`config.mk`:
```
export PLATFORM = sky130hd
export DESIGN_NAME = rotary_encoder_button_event_decoder_core
export DESIGN_NICKNAME = d
export VERILOG_FILES = /design/src/rtl/rebed_pkg.sv /design/src/rtl/rebed_tick_div.sv /design/src/rtl/rebed_button.sv /design/src/rtl/rebed_detent.sv /design/src/rtl/rotary_encoder_button_event_decoder_core.sv
export SDC_FILE = /design/constraint.sdc
export NUM_CORES = 1
export LEC_CHECK = 0
export BUFFER_PORTS_ARGS = -buffer_cell sky130_fd_sc_hd__buf_2
export CAP_MARGIN = 20
export CORE_MARGIN = 2
export CORE_UTILIZATION = 48
export DETAILED_ROUTE_END_ITERATION = 8
export HOLD_SLACK_MARGIN = 0.15
export PLACE_DENSITY = 0.71
export SLEW_MARGIN = 20
export SYNTH_ARGS = -nofsm -noshare
export SYNTH_HDL_FRONTEND = slang
export SYNTH_SLANG_ARGS = --single-unit
```
`constraint.sdc`:
```
create_clock -name clk -period 6.5 [get_ports clk]
set_clock_uncertainty 0.2 [all_clocks]
set_input_delay 0.325 -clock clk [delete_from_list [all_inputs] [get_ports clk]]
set_output_delay 0.325 -clock clk [all_outputs]
set_load 0.05 [all_outputs]
```
`src/rtl/rebed_pkg.sv`:
```
// Shared types and constants for the rotary encoder and button event decoder.
`timescale 1ns / 1ps
`default_nettype none
package rebed_pkg;

  localparam int CNT_W     = 16;
  localparam int CFG_IDX_W = 2;
  localparam int CFG_DAT_W = 16;

  localparam logic [CFG_IDX_W-1:0] CFG_TICKS_PER_SECOND     = 2'd0;
  localparam logic [CFG_IDX_W-1:0] CFG_LONG_PRESS_THRESHOLD = 2'd1;

  localparam logic [CNT_W-1:0] TICKS_PER_SECOND_RESET     = 16'd250;
  localparam logic [CNT_W-1:0] LONG_PRESS_THRESHOLD_RESET = 16'd249;
  localparam logic [CNT_W-1:0] TIMER_MAX                  = 16'hFFFF;

  localparam logic [1:0] ENC_DETENT     = 2'b11;
  localparam logic [1:0] ENC_FROM_LEFT  = 2'b10;
  localparam logic [1:0] ENC_FROM_RIGHT = 2'b01;
  localparam logic [1:0] ENC_IDLE       = 2'b00;

  typedef struct packed {
    logic pressed;
    logic released_short;
    logic released_long;
  } btn_evt_t;

  typedef struct packed {
    logic turned;
    logic step_right;
    logic step_left;
  } enc_evt_t;

endpackage
`default_nettype wire

```
`src/rtl/rebed_tick_div.sv`:
```
// Tick divider that flags the last tick of each configured period.
`timescale 1ns / 1ps
`default_nettype none
module rebed_tick_div
  import rebed_pkg::*;
(
  input  wire logic             clk,
  input  wire logic             rst_n,
  input  wire logic             tick,
  input  wire logic [CNT_W-1:0] period,
  output logic                  second_tick
);

  logic [CNT_W-1:0] count_r;
  logic [CNT_W-1:0] count_nxt;
  logic [CNT_W:0]   count_inc;

  always_comb begin
    count_inc   = {1'b0, count_r} + {{CNT_W{1'b0}}, 1'b1};
    second_tick = (count_inc >= {1'b0, period});
    count_nxt   = second_tick ? '0 : count_inc[CNT_W-1:0];
  end

  always_ff @(posedge clk) begin
    if (!rst_n) begin
      count_r <= '0;
    end else if (tick) begin
      count_r <= count_nxt;
    end
  end

endmodule
`default_nettype wire

```
`src/rtl/rebed_button.sv`:
```
// Button edge detection and short or long press classification.
`timescale 1ns / 1ps
`default_nettype none
module rebed_button
  import rebed_pkg::*;
(
  input  wire logic             clk,
  input  wire logic             rst_n,
  input  wire logic             tick,
  input  wire logic             pin_button,
  input  wire logic [CNT_W-1:0] threshold,
  output btn_evt_t              evt
);

  logic             last_r;
  logic [CNT_W-1:0] timer_r;
  logic [CNT_W-1:0] timer_nxt;
  logic             rise;
  logic             fall;

  always_comb begin
    rise      = pin_button & ~last_r;
    fall      = ~pin_button & last_r;
    timer_nxt = timer_r;
    if (rise) begin
      timer_nxt = '0;
    end else if (timer_r != TIMER_MAX) begin
      timer_nxt = timer_r + {{(CNT_W-1){1'b0}}, 1'b1};
    end
    evt.pressed        = rise;
    evt.released_long  = fall & (timer_nxt > threshold);
    evt.released_short = fall & ~(timer_nxt > threshold);
  end

  always_ff @(posedge clk) begin
    if (!rst_n) begin
      last_r  <= 1'b0;
      timer_r <= '0;
    end else if (tick) begin
      last_r  <= pin_button;
      timer_r <= timer_nxt;
    end
  end

endmodule
`default_nettype wire

```
`src/rtl/rebed_detent.sv`:
```
// Quadrature detent decoder with arming on the idle state.
`timescale 1ns / 1ps
`default_nettype none
module rebed_detent
  import rebed_pkg::*;
(
  input  wire logic clk,
  input  wire logic rst_n,
  input  wire logic tick,
  input  wire logic pin_a,
  input  wire logic pin_b,
  output enc_evt_t  evt
);

  logic [1:0] last_r;
  logic       armed_r;
  logic       armed_nxt;
  logic [1:0] enc;
  logic       hit;

  always_comb begin
    enc            = {pin_b, pin_a};
    hit            = armed_r & (enc == ENC_DETENT);
    evt.turned     = hit;
    evt.step_left  = hit & (last_r == ENC_FROM_LEFT);
    evt.step_right = hit & (last_r == ENC_FROM_RIGHT);
    armed_nxt      = hit ? 1'b0 : armed_r;
    if (enc == ENC_IDLE) begin
      armed_nxt = 1'b1;
    end
  end

  always_ff @(posedge clk) begin
    if (!rst_n) begin
      last_r  <= ENC_IDLE;
      armed_r <= 1'b0;
    end else if (tick) begin
      last_r  <= enc;
      armed_r <= armed_nxt;
    end
  end

endmodule
`default_nettype wire

```
`src/rtl/rotary_encoder_button_event_decoder_core.sv`:
```
// Top level: config registers, decoder units and the result register.
// Timing: the result item is registered in the cycle after its tick item is accepted.
// Throughput: one item per cycle; the single result register stalls input
// only while it holds an item that the output side has not taken.
// Reset: synchronous active-low rst_n clears all counters, edge and arming
// state and the result valid; registers return to 250 and 249.
`timescale 1ns / 1ps
`default_nettype none
module rotary_encoder_button_event_decoder_core
  import rebed_pkg::*;
(
  input  wire logic                 clk,
  input  wire logic                 rst_n,
  input  wire logic                 cfg_we,
  input  wire logic [CFG_IDX_W-1:0] cfg_index,
  input  wire logic [CFG_DAT_W-1:0] cfg_wdata,
  input  wire logic                 in_valid,
  output logic                      in_stall,
  input  wire logic                 in_pin_a,
  input  wire logic                 in_pin_b,
  input  wire logic                 in_pin_button,
  output logic                      out_valid,
  input  wire logic                 out_stall,
  output logic                      out_second_tick,
  output logic                      out_turned,
  output logic                      out_step_right,
  output logic                      out_step_left,
  output logic                      out_pressed,
  output logic                      out_released_short,
  output logic                      out_released_long
);

  logic [CNT_W-1:0] tps_r;
  logic [CNT_W-1:0] lpt_r;
  logic             tick;
  logic             sec;
  btn_evt_t         btn_evt;
  enc_evt_t         enc_evt;
  logic             out_valid_r;
  logic             sec_r;
  btn_evt_t         btn_evt_r;
  enc_evt_t         enc_evt_r;

  assign in_stall = out_valid_r & out_stall;
  assign tick     = in_valid & ~in_stall;

  always_ff @(posedge clk) begin
    if (!rst_n) begin
      tps_r <= TICKS_PER_SECOND_RESET;
      lpt_r <= LONG_PRESS_THRESHOLD_RESET;
    end else if (cfg_we) begin
      if (cfg_index == CFG_TICKS_PER_SECOND) begin
        tps_r <= cfg_wdata[CNT_W-1:0];
      end
      if (cfg_index == CFG_LONG_PRESS_THRESHOLD) begin
        lpt_r <= cfg_wdata[CNT_W-1:0];
      end
    end
  end

  rebed_tick_div u_tick_div (
    .clk         (clk),
    .rst_n       (rst_n),
    .tick        (tick),
    .period      (tps_r),
    .second_tick (sec)
  );

  rebed_button u_button (
    .clk        (clk),
    .rst_n      (rst_n),
    .tick       (tick),
    .pin_button (in_pin_button),
    .threshold  (lpt_r),
    .evt        (btn_evt)
  );

  rebed_detent u_detent (
    .clk   (clk),
    .rst_n (rst_n),
    .tick  (tick),
    .pin_a (in_pin_a),
    .pin_b (in_pin_b),
    .evt   (enc_evt)
  );

  always_ff @(posedge clk) begin
    if (!rst_n) begin
      out_valid_r <= 1'b0;
    end else if (tick) begin
      out_valid_r <= 1'b1;
    end else if (!out_stall) begin
      out_valid_r <= 1'b0;
    end
  end

  always_ff @(posedge clk) begin
    if (tick) begin
      sec_r     <= sec;
      btn_evt_r <= btn_evt;
      enc_evt_r <= enc_evt;
    end
  end

  assign out_valid          = out_valid_r;
  assign out_second_tick    = sec_r;
  assign out_turned         = enc_evt_r.turned;
  assign out_step_right     = enc_evt_r.step_right;
  assign out_step_left      = enc_evt_r.step_left;
  assign out_pressed        = btn_evt_r.pressed;
  assign out_released_short = btn_evt_r.released_short;
  assign out_released_long  = btn_evt_r.released_long;

endmodule
`default_nettype wire

```
# [Yosys cells after proc, flatten, opt, wreduce, memory -nomap -nowiden]
# Index checks and enable logic that the tools add are counted.
[classes] reduce_logical=6 addsub=2 n_mux=7 n_bitwise=13 n_lt_le_gt_ge=2 n_eq_ne=6
[ops] cell="2-to-1 mux 16 bit" count=3
[ops] cell="adder 16 x 1 -> 17 bit (second input constant)" count=1
[ops] cell="greater-or-equal comparator 17 x 16 -> 1 bit" count=1
[ops] cell="adder 16 x 1 -> 16 bit (second input constant)" count=1
[ops] cell="> comparator 16 bit" count=1
[ops] cell="inequality test 16 bit (second input constant)" count=1
[ops] cell="AND 1 bit" count=9
[ops] cell="AND reduction 2 bit" count=3
[ops] cell="== test 2 x 1 -> 1 bit (second input constant)" count=2
[ops] cell="== test 2 bit (second input constant)" count=2
[ops] cell="zero test 2 bit" count=2
[ops] cell="2-to-1 mux 1 bit" count=4
[ops] cell="inverter 1 bit" count=4
[ops] cell="inequality test 2 x 1 -> 1 bit (second input constant)" count=1
[ops] cell="nonzero test 2 bit" count=1
[totals] in_bits=26 reg_bits=76

# [Logic depth before layout (Yosys ltp)]
[depth] depth_word=6 ltp_mapped=15 depth_no_buf=14

# [Hierarchy]
# A second synthesis with hierarchy kept.
[unflattened] hier_cells=537 area_unflattened_um2=4623.2
[modules_own_cells] mod="rebed_button" seq_area_each_um2=340.3 cells_per_inst=233 area_each_um2=1670.4 instances=1
[modules_own_cells] mod="rotary_encoder_button_event_decoder_core" seq_area_each_um2=870.8 cells_per_inst=137 area_each_um2=1529.0 instances=1
[modules_own_cells] mod="rebed_tick_div" seq_area_each_um2=320.3 cells_per_inst=149 area_each_um2=1258.7 instances=1
[modules_own_cells] mod="rebed_detent" seq_area_each_um2=60.1 cells_per_inst=18 area_each_um2=165.2 instances=1

# [Worst setup path after synthesis]
# No wires, ideal clock.
[synth_path] path_type="reg-to-reg" from="register u_button.timer_r[0]" to="register btn_evt_r, in the netlist out_released_long (data pin)" slack_ns=3.356 setup_time_ns=0.255 stages_incl_launch_ff=13 arrival_time_ns=2.688 required_ns=6.045 path_buffers=1 synth_period_minus_slack_ns=3.144 path_cell_list="dfxtp_1 -> ha_1 -> nand2_1 -> or4_1 -> buf_2 -> o311a_1 -> ha_1 -> nand2_1 -> nor3_1 -> a221o_1 -> a21oi_1 -> a22oi_1 -> and3b_1"
[synth_rtl] element="start, declared" line="rebed_button.sv:16" source="logic [CNT_W-1:0] timer_r;"
[synth_rtl] element="start signal, assigned" line="rebed_button.sv:41" source="timer_r <= timer_nxt;"
[synth_rtl] element="end signal, assigned" line="rotary_encoder_button_event_decoder_core.sv:100" source="btn_evt_r <= btn_evt;"
[synth_rtl] element="end, declared" line="rotary_encoder_button_event_decoder_core.sv:41" source="btn_evt_t btn_evt_r;"

# [Final worst setup path]
[layout_path] from="register u_tick_div.count_r[0]" to="register u_tick_div.count_r[11]"
[layout_via] elab_chain_cells=3
[layout_rtl] element="start, declared" line="rebed_tick_div.sv:14" source="logic [CNT_W-1:0] count_r;"
[layout_rtl] element="start signal, assigned" line="rebed_tick_div.sv:28" source="count_r <= count_nxt;"
[layout_rtl] element="adder 16 x 1 -> 17 bit (*)" line="rebed_tick_div.sv:19" source="count_inc = {1'b0, count_r} + {{CNT_W{1'b0}}, 1'b1};"
[layout_rtl] element="greater-or-equal comparator 17 x 16 -> 1 bit" line="rebed_tick_div.sv:20" source="second_tick = (count_inc >= {1'b0, period});"
[layout_rtl] element="2-to-1 mux 16 bit (*)" line="rebed_tick_div.sv:21" source="count_nxt = second_tick ? '0 : count_inc[CNT_W-1:0];"
# Mark *: on every way between the ends. The rest lies on a longest branch, timed or not.
# A chain may end at the register's enable or synchronous reset.

==> flow_summary.yaml <==
logic_synthesis:
  async_flop_share: 0
  syn_area_mm2: 0.00443
  synth-edff-count: 7
  syn_nets: 617
  synth-main-ff-cell: "dfxtp_1"
  ys_seq_area_frac: 0.359
  ys_types: 51
  synthCells: 557
  ys.warnings.count: 0
  avgSynthCellArea_um2: 7.96
  ys_ff_latch: 76
timing:
  fmax_ghz: 0.239
  setup_violations: 0
  finalSetupTns_ns: 0
  tightest_slew_ns: 0.954
  maxSlewViolCount: 0
  relSlewSlack: 0.361
  whs_ns: 0.269
  rsz0062_at_grt: "false"
  hold_viol_final: 0
  period_minus_slack_ns: 4.19
  period_share: 0.645
power:
  power.density_mw_per_mm2: 190
  ir_drop_v: 0.0000821
  power.leakage_nw: 2.08
  switchingPower_mw: 0.258
  p_seq_frac: 0.512
  pwr-share-clk: 0.371
  swShare: 0.269
  p_int_mw: 0.704
  power_mw: 0.962
  combPwrFrac: 0.117
setup_path:
  crit_type: "reg -> reg"
  worst_setup_path_end_kind: "register"
  path_cells: "ha_1, and3_1, nand3_1, nor2_1, and3_1, xor2_1, ha_1, a21oi_1, o21a_1, o21ai_0, a31oi_1, nand4_1, o211ai_1"
  cp_top_family: "compound AO/OA/AOI/OAI gates"
  ff2ff_setup_slack_ns: 2.31
  cp-start-kind: "register"
  cp_data_arrival_time_ns: 4.25
  critPathMaxStageDelay_ns: 0.71
  worstPathMaxFanout: 12
  cpMaxStageDelayCell: "a31oi_1"
  crit_buf_inv: 0
  crit_required_ns: 6.56
detailed_routing:
  wl_per_cell_um: 14.9
  drt-pass1-iter-count: 6
  drc_errors: 0
  drt.antenna.violating_nets: 0
  drt-total-wl_mm: 10.6
  num_vias: 4067
  viasPerCell: 5.71
  dr.first_iter.drc_count: 286
cts:
  cts_tree: "done"
  cts_setup_buffers: 0
  numCtsBuffers: 9
  clock_path_buffers: 2
  cts.clk_slew.worst_paths_ns: 0.08
  clock_sinks: 76
  cts_root_buffer: "clkbuf_8"
  insertion_delay_ns: 0.35
  cts_max_level: 3
worst_hold_path:
  hold_class: "reg -> reg"
floorplanning:
  initial_core_util: 0.487
  die_w_um: 100
  die_area_mm2: 0.0100
  io_pins: 35
  rows: 35
  core_mm2: 0.00911
  die_h_um: 100
placed_design:
  io_buffer_count: 34
  detailed_place_hpwl_mm: 7.56
  gp_congestion: 0.913
status:
  status: "complete, no violations"
global_routing:
  grt_usage: 0.219
  antenna_found_initial: 0
  overflow: 0
  first_global_vias: 3782
  grt_pass1_wl_mm: 17.5
  grt_start_max_net_pins: 63
layout:
  layout-drive-gt1-share: 0.105
  n_antenna_cell: 0
  final_nets: 656
  n_fill_cell: 856
  area_delta_synth_final_pct: 13.9
run:
  cap_viol_max_count: 0
-- cell usage after synthesis, drive strengths merged, types with 2 or more instances --
master    n  area share
and3b     2      0.0040
buf       8      0.0085
or4       2      0.0034
inv      48       0.041
nor3b     6       0.010
nor2b     5      0.0071
nand2b    3      0.0042
xnor2     6       0.012
a31oi     4      0.0056
and2      3      0.0042
and3      8       0.011
clkbuf   22       0.019
a21oi    33       0.037
nor2     26       0.022
a41oi     9       0.018
nand3b    3      0.0051
or3       6      0.0085
o21ai    17       0.019
nand4    13       0.018
nor3      5      0.0079
edfxtp    7       0.047
xor2     15       0.030
a21boi   25       0.042
nand3    22       0.026
o221a     2      0.0051
nor4      5      0.0071
a22oi     3      0.0051
a32o      6       0.014
o22ai     8       0.011
ha       34       0.096
dfxtp    69        0.31
o211ai   14       0.024
nand2   104       0.089
o21a      3      0.0051
-- routing by layer --
| metal | global-route usage | part of all wire | up-vias |
|---|---|---|---|
| li1 | - | - | 2035 |
| met1 | 0.299 | 0.48 | 1905 |
| met2 | 0.360 | 0.46 | 112 |
| met3 | 0.0251 | 0.039 | 15 |
| met4 | 0.0748 | 0.015 | 0 |
| met5 | 0 | 0 | - |
-- timing repair --
action	CTS	global route
endpoints found under the setup margin	0	0
hold buffers	21	0
gates resized for setup	0	0
hold endpoints to repair	39	0
-- power by group through the flow --
stage	Clock [mW]	Combinational (mW)	Sequential [mW]
after floorplan	0	0.0615	0.512
after global placement	0	0.0990	0.503
after detailed placement	0	0.102	0.504
after CTS	0.366	0.112	0.493
after global routing	0.384	0.125	0.495
final	0.357	0.112	0.493
-- tightest hold or removal path, cell delays in order, from the launching register on --
cell and delay (ns):
dfxtp_1 0.32, nand2_1 0.05, a21boi_0 0.06
-- registers in the layout (all words and copies together), names as in the netlist, 2 cells and up --
| name | cells |
|---|---|
| u_detent.last_r | 2 |
| u_button.timer_r | 16 |
| u_tick_div.count_r | 16 |
| tps_r | 16 |
| lpt_r | 16 |
-- kinds of logic after synthesis --
family                     Yosys count  synth area share
AOI/OAI and AO/OA                  131             0.201
and+or+nand+nor                    216             0.233
DFF                                 76             0.359
adders and majority gates           34            0.0959
xor gates and xnor gates            21            0.0415
buffers and inverters               78            0.0677
muxes                                1           0.00226
-- worst paths after layout --
| check | endpoint | startpoint | depth (start not counted) |
|---|---|---|---|
| worst max-delay path | u_tick_div.count_r[11] | u_tick_div.count_r[0] | 13 |
| worst max register to register | u_tick_div.count_r[11] | u_tick_div.count_r[0] | 13 |
| worst min register to register | lpt_r[15] | lpt_r[15] | 2 |
| worst min-delay path | lpt_r[15] | lpt_r[15] | 2 |
-- cell type report --
class,count,area [µm²],share of cell area
Clock buffer,9,124,0.0245
Timing Repair Buffer,58,403,0.0797
Tap cell,111,139,0.0275
Multi-Input combinational cell,403,2550,0.504
Clock inverter,7,67.6,0.0134
Sequential cell,76,1590,0.315
Inverter,48,180,0.0357
-- cell usage in the layout, fill, tap and decap left out, types with 21 or more instances in the layout --
cell,count
nand2_1,103
dfxtp_1,69
inv_1,48
ha_1,34
buf_2,34
a21oi_1,33
nor2_1,26
a21boi_0,24
nand3_1,21
dlygate4sd3_1,21
-- per-stage QoR --
step / cells / instance area, µm² / setup slack, ns / util
6_report: 712 / 5050 / 2.31 / 0.555
4_1_cts: 712 / 5050 / 2.39 / 0.555
5_1_grt: 712 / 5050 / 2.00 / 0.555
3_5_place_dp: 675 / 4650 / 2.42 / 0.511
2_1_floorplan: 557 / 4430 / 3.36 / -
3_3_place_gp: 675 / 4650 / 2.63 / 0.511
Note: power is estimated with default switching activity, not from simulation.
